**config.mk**
```make
export PLATFORM = sky130hd
export DESIGN_NAME = rgb_fade_sequencer_with_serial_control
export DESIGN_NICKNAME = d
export VERILOG_FILES = /design/src/rfs_pkg.sv /design/src/rgb_fade_sequencer_with_serial_control.sv
export SDC_FILE = /design/constraint.sdc
export NUM_CORES = 1
export LEC_CHECK = 0
export BUFFER_PORTS_ARGS = -buffer_cell sky130_fd_sc_hd__buf_2
export CAP_MARGIN = 10
export CORE_MARGIN = 2
export CORE_UTILIZATION = 30
export CTS_CLUSTER_SIZE = 14
export DETAILED_ROUTE_END_ITERATION = 7
export GPL_ROUTABILITY_DRIVEN = 0
export PLACE_DENSITY_LB_ADDON = 0.1
export SETUP_SLACK_MARGIN = 0.1
export SLEW_MARGIN = 5
export SYNTH_ARGS = -nofsm -noshare
export SYNTH_HDL_FRONTEND = slang
export SYNTH_SLANG_ARGS = --single-unit
export TNS_END_PERCENT = 1
```
**constraint.sdc**
```tcl
create_clock -name clock -period 13.2 [get_ports clock]
set_input_delay 2.64 -clock clock [delete_from_list [all_inputs] [get_ports clock]]
set_output_delay 2.64 -clock clock [all_outputs]
set_load 0.05 [all_outputs]
```
**src/rfs_pkg.sv**
```systemverilog
// Shared types, codes and lookup tables for the rgb fade sequencer.
// No dependencies; imported by rgb_fade_sequencer_with_serial_control.
`timescale 1ns / 1ps

package rfs_pkg;

   // duty levels, 0 is fully lit
   localparam logic [7:0] DUTY_ON  = 8'h00;
   localparam logic [7:0] DUTY_OFF = 8'hFF;

   // channel slots inside a duty set
   localparam logic [1:0] CHAN_BLUE  = 2'd0;
   localparam logic [1:0] CHAN_RED   = 2'd1;
   localparam logic [1:0] CHAN_GREEN = 2'd2;

   // request kinds
   localparam logic KIND_TICK = 1'b0;
   localparam logic KIND_BYTE = 1'b1;

   // reply codes
   localparam logic [2:0] REPLY_NONE   = 3'd0;
   localparam logic [2:0] REPLY_STATUS = 3'd1;
   localparam logic [2:0] REPLY_AUTO   = 3'd2;
   localparam logic [2:0] REPLY_RESET  = 3'd3;
   localparam logic [2:0] REPLY_ERROR  = 3'd4;

   // command bytes in the last frame slot
   localparam logic [7:0] CMD_STATUS = 8'h00;
   localparam logic [7:0] CMD_AUTO   = 8'h01;
   localparam logic [7:0] CMD_RESET  = 8'h02;
   localparam logic [7:0] GROUP_BYTE_MAX = 8'h0E;

   // frame slots
   localparam logic [2:0] FRAME_BLUE    = 3'd0;
   localparam logic [2:0] FRAME_RED     = 3'd1;
   localparam logic [2:0] FRAME_GREEN   = 3'd2;
   localparam logic [2:0] FRAME_GROUPS  = 3'd3;
   localparam logic [2:0] FRAME_COMMAND = 3'd4;

   // configuration register indexes and reset values
   localparam logic CSR_PATTERN_LEN = 1'b0;
   localparam logic CSR_OVERLAP     = 1'b1;
   localparam logic [10:0] PATTERN_LEN_RESET = 11'd1200;
   localparam logic [7:0]  OVERLAP_RESET     = 8'd200;

   // ramp speeds
   localparam logic [3:0] SPEED_1  = 4'd1;
   localparam logic [3:0] SPEED_3  = 4'd3;
   localparam logic [3:0] SPEED_5  = 4'd5;
   localparam logic [3:0] SPEED_15 = 4'd15;

   typedef logic [2:0][7:0] duty_set_type;

   // one result beat
   typedef struct packed {
      logic         auto_active;
      logic         reset_request;
      logic [2:0]   reply_code;
      logic [2:0]   groups;
      duty_set_type duty;
   } rsp_fields_type;

   // colour sequence, steps 1 to 15 (step 0 is the overlap step)
   localparam logic [1:0] SEQ_CHAN [16] = '{2'd0, 2'd2, 2'd0, 2'd2, 2'd1, 2'd0, 2'd2, 2'd1,
                                           2'd0, 2'd1, 2'd0, 2'd0, 2'd1, 2'd1, 2'd2, 2'd2};
   localparam logic [7:0] SEQ_VAL [16] = '{8'h00, 8'hFF, 8'hFF, 8'h00, 8'hFF, 8'h00, 8'hFF,
                                          8'h00, 8'hFF, 8'hFF, 8'h00, 8'hFF, 8'h00, 8'hFF,
                                          8'h00, 8'hFF};

   // move a duty toward its target, stopping on it
   function automatic logic [7:0] ramp_duty(input logic [7:0] cur, input logic [7:0] tgt,
                                            input logic [3:0] speed);
      logic [7:0] diff;
      logic [7:0] res;
      res = cur;
      if (tgt < cur) begin
         diff = cur - tgt;
         res  = (diff < {4'd0, speed}) ? tgt : cur - {4'd0, speed};
      end else if (tgt > cur) begin
         diff = tgt - cur;
         res  = (diff < {4'd0, speed}) ? tgt : cur + {4'd0, speed};
      end
      return res;
   endfunction

   // group pattern at a counter value: bit 3 set when the pattern applies
   function automatic logic [3:0] pattern_groups(input logic [10:0] p);
      logic [3:0] g;
      case (p)
         11'd3:   g = 4'b1_110;
         11'd6:   g = 4'b1_101;
         11'd9:   g = 4'b1_011;
         11'd12:  g = 4'b1_111;
         11'd300: g = 4'b1_001;
         11'd301: g = 4'b1_010;
         11'd302: g = 4'b1_100;
         11'd303: g = 4'b1_001;
         11'd304: g = 4'b1_010;
         11'd305: g = 4'b1_100;
         11'd306: g = 4'b1_001;
         11'd307: g = 4'b1_010;
         11'd308: g = 4'b1_100;
         11'd309: g = 4'b1_111;
         11'd600: g = 4'b1_110;
         11'd605: g = 4'b1_100;
         11'd610: g = 4'b1_000;
         11'd615: g = 4'b1_001;
         11'd620: g = 4'b1_011;
         11'd625: g = 4'b1_111;
         default: g = 4'b0_000;
      endcase
      // blink window
      if (p >= 11'd900 && p <= 11'd911) begin
         g = p[0] ? 4'b1_111 : 4'b1_000;
      end
      return g;
   endfunction

endpackage

```
**src/rgb_fade_sequencer_with_serial_control.sv**
```systemverilog
// Top level of the rgb fade sequencer: state update, config registers, result buffer.
// Depends on rfs_pkg.
`timescale 1ns / 1ps

// Three-channel LED fade controller driven by a request stream.
// Request beats are either timer ticks (req_tuser[0] = 0) or received serial
// bytes (req_tuser[0] = 1, byte in req_tdata, error flag in req_tuser[1]).
// Every accepted request yields exactly one response beat carrying the three
// duties, the group enables, a reply code, a reset flag and the auto flag,
// all as they stand after the request.
// The whole update is one pass of logic from the state registers, so a
// request is taken every cycle while req_tready is high, and its response
// is registered into a two-entry response buffer, which lets requests
// keep flowing while a response waits: req_tready drops only when both
// entries are full, i.e. after two beats stall on rsp_tready.
// Configuration (pattern length, overlap threshold) is written through csr_we /
// csr_addr / csr_wdata by the user only while no request is in flight (not enforced).
// Synchronous reset returns all state to auto mode, duties off, speed 1,
// and the registers to 1200 and 200; the reset command byte restores the
// same state but keeps the register values.
module rgb_fade_sequencer_with_serial_control (
   input  logic        clock,
   input  logic        reset,
   input  logic        req_tvalid,
   output logic        req_tready,
   input  logic [7:0]  req_tdata,   // [7:0] data_byte
   input  logic [1:0]  req_tuser,   // [0] kind, [1] rx_error
   output logic        rsp_tvalid,
   input  logic        rsp_tready,
   // [7:0] blue_duty, [15:8] red_duty, [23:16] green_duty, [24] group_one_on,
   // [25] group_two_on, [26] group_three_on, [29:27] reply_code,
   // [30] reset_request, [31] auto_active
   output logic [31:0] rsp_tdata,
   input  logic        csr_we,
   input  logic        csr_addr,
   input  logic [10:0] csr_wdata
);
   import rfs_pkg::*;

   // configuration
   logic [10:0] pattern_len_ff;
   logic [7:0]  overlap_ff;

   // block state
   logic [2:0]   frame_pos_ff, frame_pos_in;
   logic         auto_mode_ff, auto_mode_in;
   duty_set_type cur_duty_ff, cur_duty_in;
   duty_set_type tgt_duty_ff, tgt_duty_in;
   logic [4:0]   seq_step_ff, seq_step_in;
   logic [3:0]   speed_ff, speed_in;
   logic         parity_ff, parity_in;
   logic [10:0]  pattern_ff, pattern_in;
   logic [2:0]   groups_ff, groups_in;

   logic [2:0]   reply;
   logic         reset_req;
   logic [1:0]   seq_chan;
   logic [7:0]   seq_val;
   logic [10:0]  pattern_inc;
   logic [3:0]   pattern_hit;
   rsp_fields_type result;

   // response buffer
   rsp_fields_type head_ff, tail_ff;
   logic           head_valid_ff, tail_valid_ff;
   logic           req_acc, rsp_acc;

   assign req_tready = ~tail_valid_ff;
   assign req_acc    = req_tvalid & req_tready;
   assign rsp_tvalid = head_valid_ff;
   assign rsp_acc    = head_valid_ff & rsp_tready;
   assign rsp_tdata  = head_ff;

   assign seq_chan    = SEQ_CHAN[seq_step_ff[3:0]];
   assign seq_val     = SEQ_VAL[seq_step_ff[3:0]];
   assign pattern_inc = pattern_ff + 11'd1;
   assign pattern_hit = pattern_groups(pattern_inc);

   // next state for one request
   always_comb begin
      frame_pos_in = frame_pos_ff;
      auto_mode_in = auto_mode_ff;
      cur_duty_in  = cur_duty_ff;
      tgt_duty_in  = tgt_duty_ff;
      seq_step_in  = seq_step_ff;
      speed_in     = speed_ff;
      parity_in    = parity_ff;
      pattern_in   = pattern_ff;
      groups_in    = groups_ff;
      reply        = REPLY_NONE;
      reset_req    = 1'b0;
      if (req_tuser[0] == KIND_TICK) begin
         if (auto_mode_ff) begin
            if (!parity_ff) begin
               // colour sequence
               if (seq_step_ff == 5'd0) begin
                  tgt_duty_in[CHAN_RED] = DUTY_ON;
                  if (cur_duty_ff[CHAN_RED] <= overlap_ff &&
                      tgt_duty_ff[CHAN_BLUE] == DUTY_OFF) begin
                     tgt_duty_in[CHAN_BLUE] = DUTY_ON;
                  end
                  if (cur_duty_ff[CHAN_BLUE] <= overlap_ff &&
                      tgt_duty_ff[CHAN_GREEN] == DUTY_OFF) begin
                     tgt_duty_in[CHAN_GREEN] = DUTY_ON;
                  end
                  if (cur_duty_ff[CHAN_GREEN] == DUTY_ON) begin
                     seq_step_in = 5'd1;
                  end
               end else if (!seq_step_ff[4]) begin
                  tgt_duty_in[seq_chan] = seq_val;
                  if (cur_duty_ff[seq_chan] == seq_val) begin
                     seq_step_in = seq_step_ff + 5'd1;
                  end
               end else begin
                  seq_step_in = 5'd0;
                  case (speed_ff)
                     SPEED_1: speed_in = SPEED_3;
                     SPEED_3: speed_in = SPEED_5;
                     SPEED_5: speed_in = SPEED_15;
                     default: speed_in = SPEED_1;
                  endcase
               end
               // group pattern counter
               if (pattern_hit[3]) begin
                  groups_in = pattern_hit[2:0];
               end
               pattern_in = (pattern_inc == pattern_len_ff) ? 11'd0 : pattern_inc;
            end
            parity_in = ~parity_ff;
            // ramp every channel toward its new target
            for (int i = 0; i < 3; i++) begin
               cur_duty_in[i] = ramp_duty(cur_duty_ff[i], tgt_duty_in[i], speed_in);
            end
         end
      end else begin
         auto_mode_in = 1'b0;
         if (!req_tuser[1]) begin
            case (frame_pos_ff)
               FRAME_BLUE, FRAME_RED, FRAME_GREEN: begin
                  cur_duty_in[frame_pos_ff[1:0]] = req_tdata;
                  frame_pos_in = frame_pos_ff + 3'd1;
               end
               FRAME_GROUPS: begin
                  groups_in = req_tdata[3:1];
                  if (req_tdata > GROUP_BYTE_MAX) begin
                     reply = REPLY_ERROR;
                  end
                  frame_pos_in = FRAME_COMMAND;
               end
               FRAME_COMMAND: begin
                  frame_pos_in = FRAME_BLUE;
                  case (req_tdata)
                     CMD_STATUS: reply = REPLY_STATUS;
                     CMD_AUTO: begin
                        reply        = REPLY_AUTO;
                        auto_mode_in = 1'b1;
                     end
                     CMD_RESET: begin
                        reply        = REPLY_RESET;
                        reset_req    = 1'b1;
                        auto_mode_in = 1'b1;
                        cur_duty_in  = {3{DUTY_OFF}};
                        tgt_duty_in  = {3{DUTY_OFF}};
                        seq_step_in  = 5'd0;
                        speed_in     = SPEED_1;
                        parity_in    = 1'b0;
                        pattern_in   = 11'd0;
                        groups_in    = 3'd0;
                     end
                     default: reply = REPLY_ERROR;
                  endcase
               end
               default: ;
            endcase
         end
      end
      result.auto_active   = auto_mode_in;
      result.reset_request = reset_req;
      result.reply_code    = reply;
      result.groups        = groups_in;
      result.duty          = cur_duty_in;
   end

   // state registers
   always_ff @(posedge clock) begin
      if (reset) begin
         frame_pos_ff <= FRAME_BLUE;
         auto_mode_ff <= 1'b1;
         cur_duty_ff  <= {3{DUTY_OFF}};
         tgt_duty_ff  <= {3{DUTY_OFF}};
         seq_step_ff  <= 5'd0;
         speed_ff     <= SPEED_1;
         parity_ff    <= 1'b0;
         pattern_ff   <= 11'd0;
         groups_ff    <= 3'd0;
      end else if (req_acc) begin
         frame_pos_ff <= frame_pos_in;
         auto_mode_ff <= auto_mode_in;
         cur_duty_ff  <= cur_duty_in;
         tgt_duty_ff  <= tgt_duty_in;
         seq_step_ff  <= seq_step_in;
         speed_ff     <= speed_in;
         parity_ff    <= parity_in;
         pattern_ff   <= pattern_in;
         groups_ff    <= groups_in;
      end
   end

   // configuration registers
   always_ff @(posedge clock) begin
      if (reset) begin
         pattern_len_ff <= PATTERN_LEN_RESET;
         overlap_ff     <= OVERLAP_RESET;
      end else if (csr_we) begin
         case (csr_addr)
            CSR_PATTERN_LEN: pattern_len_ff <= csr_wdata;
            CSR_OVERLAP:     overlap_ff     <= csr_wdata[7:0];
            default: ;
         endcase
      end
   end

   // response buffer occupancy
   always_ff @(posedge clock) begin
      if (reset) begin
         head_valid_ff <= 1'b0;
         tail_valid_ff <= 1'b0;
      end else if (rsp_acc) begin
         if (tail_valid_ff) begin
            tail_valid_ff <= req_acc;
         end else begin
            head_valid_ff <= req_acc;
         end
      end else if (req_acc) begin
         if (!head_valid_ff) begin
            head_valid_ff <= 1'b1;
         end else begin
            tail_valid_ff <= 1'b1;
         end
      end
   end

   // response buffer payload
   always_ff @(posedge clock) begin
      if (rsp_acc) begin
         if (tail_valid_ff) begin
            head_ff <= tail_ff;
            if (req_acc) begin
               tail_ff <= result;
            end
         end else if (req_acc) begin
            head_ff <= result;
         end
      end else if (req_acc) begin
         if (!head_valid_ff) begin
            head_ff <= result;
         end else begin
            tail_ff <= result;
         end
      end
   end

`ifndef NO_ASSERTIONS
   // second buffer entry only fills behind the first
   a_tail_behind_head: assert property (@(posedge clock) disable iff (reset)
      tail_valid_ff |-> head_valid_ff)
      else $error("response buffer tail valid without head");

   // a byte with a receive error does not move the frame
   a_err_byte_holds_frame: assert property (@(posedge clock) disable iff (reset)
      (req_acc && req_tuser[0] == KIND_BYTE && req_tuser[1]) |=> $stable(frame_pos_ff))
      else $error("errored byte changed frame position");

   // ticks in manual mode leave the duties alone
   a_manual_tick_holds: assert property (@(posedge clock) disable iff (reset)
      (req_acc && req_tuser[0] == KIND_TICK && !auto_mode_ff) |=>
         ($stable(cur_duty_ff) && $stable(tgt_duty_ff)))
      else $error("tick in manual mode changed duties");

   // any received byte leaves the block in manual mode unless auto is commanded
   a_byte_leaves_auto: assert property (@(posedge clock) disable iff (reset)
      (req_acc && req_tuser[0] == KIND_BYTE && frame_pos_ff != FRAME_COMMAND) |=>
         !auto_mode_ff)
      else $error("byte outside command slot kept auto mode");
`endif

endmodule

```
# Word level (Yosys, flattened, before mapping)
# Memory sizes are Yosys's and may differ from the RTL's.
# Index checks and enable logic that the tools add are counted.
# Widths: inputs -> output; s select.
# totals
ff_bits	161
romBits	160
in_bits	27
output_inout_bits	34
elab_cells	267
n_memories	2
# mem_list
name	words	word_bits	read_ports	rd_clocked_by_memory_dff	write_ports	line	rtl
(name not given)	16	8	1	0	0	rgb_fade_sequencer_with_serial_control.sv:75	assign seq_val = SEQ_VAL[seq_step_ff[3:0]];
(name not given)	16	2	1	0	0	rgb_fade_sequencer_with_serial_control.sv:74	assign seq_chan = SEQ_CHAN[seq_step_ff[3:0]];
# classes
add_sub_neg	15
magnitude_cmp	22
eq_ne	41
mux	114
bitwise	7
reduce_logical	34
# ops
operator	n
$mux 24	14
$mux 32	9
$mux 8	19
$eq 11x9->1 const B	10
$mux 11	7
$eq 11x10->1 const B	6
$mux 5	10
$bwmux 24	2
$lt 8x4->1	6
$pmux 24 s2	1
$sub 8x8->8	6
$mux 4	11
$demux 8 s2	2
$pmux 4 s8	1
$mux 3	10
$add 8x4->8	3
$gt 8x8->1	3
$lt 8x8->1	3
$sub 8x4->8	3
$eq 11x4->1 const B	2
$mux 1	20
$pmux 3 s3	2
$bmux 8 s2	1
$eq 8x8->1 const B	2
other kinds (48)	80

# Logic depth before layout (Yosys ltp)
# logic_depth
depth_word	24
ltp_mapped	24

# Worst setup path after synthesis
# No wires, ideal clock.
# synth_timing
path_type	register to register
start	register seq_step_ff[0]
end	register head_ff (netlist bit rsp_tdata[12]) (data pin)
setup_time_ps	260
arrival_time_ps	5425
t_required_ps	12940
slack_ps	7515
stages_incl_launch_ff	25
n_path_buf	3
path_cell_list	dfxtp_1 inv_1 ha_1 or3b_1 buf_2 or2_4 and2_4 buf_6 o31a_4 a21oi_1 inv_1 ha_1 nor2b_1 o21ai_0 nand2_1 xor2_1 ha_1 a311oi_1 o211ai_1 a211oi_1 clkbuf_1 mux2i_1 a211oi_1 a211o_1 mux2_2
# synth_lines
item	line	rtl
from (decl)	rgb_fade_sequencer_with_serial_control.sv:49	logic [4:0] seq_step_ff, seq_step_in;
from (signal assigned)	rgb_fade_sequencer_with_serial_control.sv:201	seq_step_ff <= seq_step_in;
to (signal assigned)	rgb_fade_sequencer_with_serial_control.sv:247	head_ff <= tail_ff;
to (signal assigned)	rgb_fade_sequencer_with_serial_control.sv:252	head_ff <= result;
to (signal assigned)	rgb_fade_sequencer_with_serial_control.sv:256	head_ff <= result;
to (decl)	rgb_fade_sequencer_with_serial_control.sv:64	rsp_fields_type head_ff, tail_ff;

==> summary.txt <==
Floorplanning
  – Die ar.: 0.0490 mm^2
  – Std-Cell Rows: 79
  – Core area: 0.0466 mm^2
  – Initial Util: 30.4%
  – Die width: 221 um
  – Die Ht: 221 um
  – Io pins: 61

CTS
  – Clock transition at the registers of the reported paths: 0.07 ns
  – Clock sink count: 161
  – Setup bufs post-CTS: 0
  – # hold bufs at CTS: 0
  – Clk_lat worst skew: 0.47 ns
  – Post_cts resized: 0
  – Max clock buf depth: 2
  – CTS tree: built
  – H-tree level count: 4
  – Root Buffer: clkbuf_16
  – CTS buffer count: 17

Routing
  – Routed len/inst: 22.7 um
  – Met3 Wirelength: 2.33 mm
  – Detailed-routing wirelength on met1: 25.5 mm
  – Routed wire length: 54.4 mm
  – Via count: 13665
  – Vias per std cell: 5.70
  – Top sig layer: met4
  – Post-route ant nets: 0
  – # DRC: 0
  – Initial DRC count: 1073
  – First drt pass iteration count: 5
  – WL met2: 25.0 mm

Global routing
  – Initial antenna violation count: 0
  – Vias in the first global route: 13161
  – Pin count of the biggest net entering global routing: 60
  – Gr usage total: 21.8%
  – Global route overflow: 0
  – First-pass GRT wire length: 82.1 mm

Setup path
  – Cell family with the largest share of critical-path delay: simple AND/OR/NAND/NOR gates
  – Data required, critical path: 13.54 ns
  – CP Cell Sequence: inv_1 -> ha_1 -> nor4b_4 -> nand4_1 -> or4_1 -> o31a_1 -> a21oi_1 -> inv_1 -> ha_1 -> nor2b_1 -> o31a_1 -> nor2_1 -> ha_1 -> o21ai_0 -> o21bai_1 -> nor4_1 -> nand2_1 -> mux2i_1 -> o21ai_0 -> mux2_2
  – Critical path's slowest cell: o21ai_0
  – CP endpoint kind: register
  – Critical path class: register to register
  – CP arrival: 6.96 ns
  – Critical path buffer and inverter count: 2
  – Max incr delay on CP: 0.72 ns
  – Crit path max fanout: 8
  – CP Launch Type: register
  – Most used cell, CP: ha_1

Yosys
  – Syn Nets: 1931
  – Synthesized cell area: 0.0142 mm^2
  – Asr flop ratio synth: 0%
  – Area share of the leading cell type in the synthesized netlist: 13.7%
  – Mapped Cells: 1771
  – Synth top area cells: dfxtp_1 14%, edfxtp_1 14%, ha_1 11%
  – Post-synth EDFFs: 64
  – Number of synthesis warnings: 0
  – Synth area leader: dfxtp_1
  – Mean Syn Cell Area: 8.00 um^2
  – Yosys reg bits: 161
  – Ys flop type: dfxtp_1
  – Post-synth cell types: 90
  – Seq/Total Area, Yosys: 27.3%

Power and ir drop
  – Worst vdd ir: 0.0917 mV
  – Int Power: 1.28 mW
  – Sw frac: 44.6%
  – Register share of total power: 26.8%
  – Power Density: 148 mW/mm^2
  – Clock power share: 22.0%
  – Sw power: 1.03 mW
  – P_leak: 6.31 nW
  – Combinational Power Share: 51.2%

STA
  – Worst setup margin: 6.59 ns
  – Clock Skew: 0.0159 ns
  – Fmax: 0.151 GHz
  – Post-route minimum period: 6.61 ns
  – Tcrit/Tclk final: 50.1%
  – Fin. Hold Viols: 0
  – Sum Neg Setup Slack: 0 ns
  – RSZ-0062 raised after global routing: no
  – Worst hold slack: 0.461 ns
  – Slew headroom: 16.9%
  – Final number of setup-violating endpoints: 0
  – Max Transition Viols Final: 0
  – Worst-Margin Slew: 1.25 ns

Layout
  – Fraction of layout cells with a size suffix above 1: 9.95%
  – Final Non-Filler Cells: 2396
  – Storage cell area: 0.00386 mm^2
  – Final-stage net count: 1936
  – Cell area after layout: 0.0156 mm^2
  – Fill count: 4874
  – Multi-input logic area: 0.00949 mm^2
  – P&R area growth vs syn: 10.3%
  – # diodes: 0

Job
  – Max_cap viols: 0

Placement
  – Instance area at placement: 0.0151 mm^2
  – Port Buf Inserts: 60
  – Dpl ws: 6.68 ns
  – Placed instance count: 2364
  – DPL Wire Length: 40.4 mm

Min path
  – Hold WC Path Type: register to register

Status
  – Status: finished clean
layer usage:
layer / track usage, % / vias to the layer above
met5: 0 / -
met4: 7.34 / 0
met3: 3.41 / 71
met2: 35.0 / 352
met1: 29.6 / 6686
li1: - / 6556
layout by cell type (no fill, tap or decap), types with 21 or more instances in the layout:
cell type / n
nand2_1: 172
o21ai_0: 92
inv_1: 112
ha_1: 121
a21o_1: 27
and3_1: 23
buf_2: 60
o22ai_1: 43
nor2b_1: 22
a31oi_1: 24
dfxtp_1: 97
edfxtp_1: 64
nor2_1: 127
buf_4: 28
nand3_1: 41
xnor2_1: 38
a21oi_1: 159
mux2i_1: 29
or3_1: 22
o211ai_1: 21
a211oi_1: 24
nand4_1: 30
nand2b_1: 28
nor3_1: 43
power by group through the flow:
| stage | Clock (mW) | Sequential (mW) | Combinational [mW] |
|---|---|---|---|
| after global placement | 0 | 0.632 | 1.17 |
| after CTS | 0.524 | 0.620 | 1.18 |
| final | 0.510 | 0.620 | 1.19 |
| after floorplan | 0 | 0.659 | 0.813 |
| after detailed placement | 0 | 0.630 | 1.17 |
| after global routing | 0.542 | 0.624 | 1.30 |
final cells by class:
cell class,instances,area share [%]
multi-input combinational,1395,60.8
timing repair buffer,88,3.27
clock buffer,18,2.75
sequential,161,24.7
tap,607,4.86
inverter,113,2.71
clock inverter,14,0.929
worst min-delay path: cells and delay by family (launching register included):
kind / cells / cell delay, ns
AO/OA/AOI/OAI: 1 / 0.05
flip-flops: 1 / 0.31
AND/OR/NAND/NOR: 1 / 0.05
cells by family after synthesis:
group           count (synthesis)  synth area share [%]
xor+xnor                       57                  3.53
buf+inv                       215                  5.86
mux                            49                  3.64
flops                         161                  27.3
compound gates                566                  26.3
simple gates                  590                  21.0
fa+ha+maj                     133                  12.4
flip-flops by register name, indices dropped and copies added (netlist names), 3 cells and up:
register	flops
pattern_len_ff	11
pattern_ff	11
overlap_ff	8
frame_pos_ff	3
tail_ff	32
speed_ff	4
cur_duty_ff	24
seq_step_ff	5
rsp_tdata	32
tgt_duty_ff	24
groups_ff	3
metrics by stage:
step | utilization (%) | power, mW
final | 33.6 | 2.32
after detailed placement | 32.3 | 1.80
after floorplan | - | 1.47
after global placement | 32.3 | 1.80
after CTS | 33.6 | 2.32
after global routing | 33.6 | 2.47
final timing paths:
kind / startpoint / endpoint / slack (ns) / depth (start not counted)
worst max-delay path: seq_step_ff[0] / rsp_tdata[23] / 6.59 / 20
worst min register to register: overlap_ff[1] / overlap_ff[1] / 0.46 / 2
worst max register to register: seq_step_ff[0] / rsp_tdata[23] / 6.59 / 20
worst min-delay path: overlap_ff[1] / overlap_ff[1] / 0.46 / 2
cell usage after synthesis (all sizes together) (42+ instances only):
cell / count
clkbuf: 83
nand3: 42
o21ai: 95
inv: 113
dfxtp: 97
ha: 121
nor2: 128
nand2: 172
a21oi: 161
nor3: 43
o22ai: 43
edfxtp: 64
No activity file was read; power rests on OpenSTA's default activity.
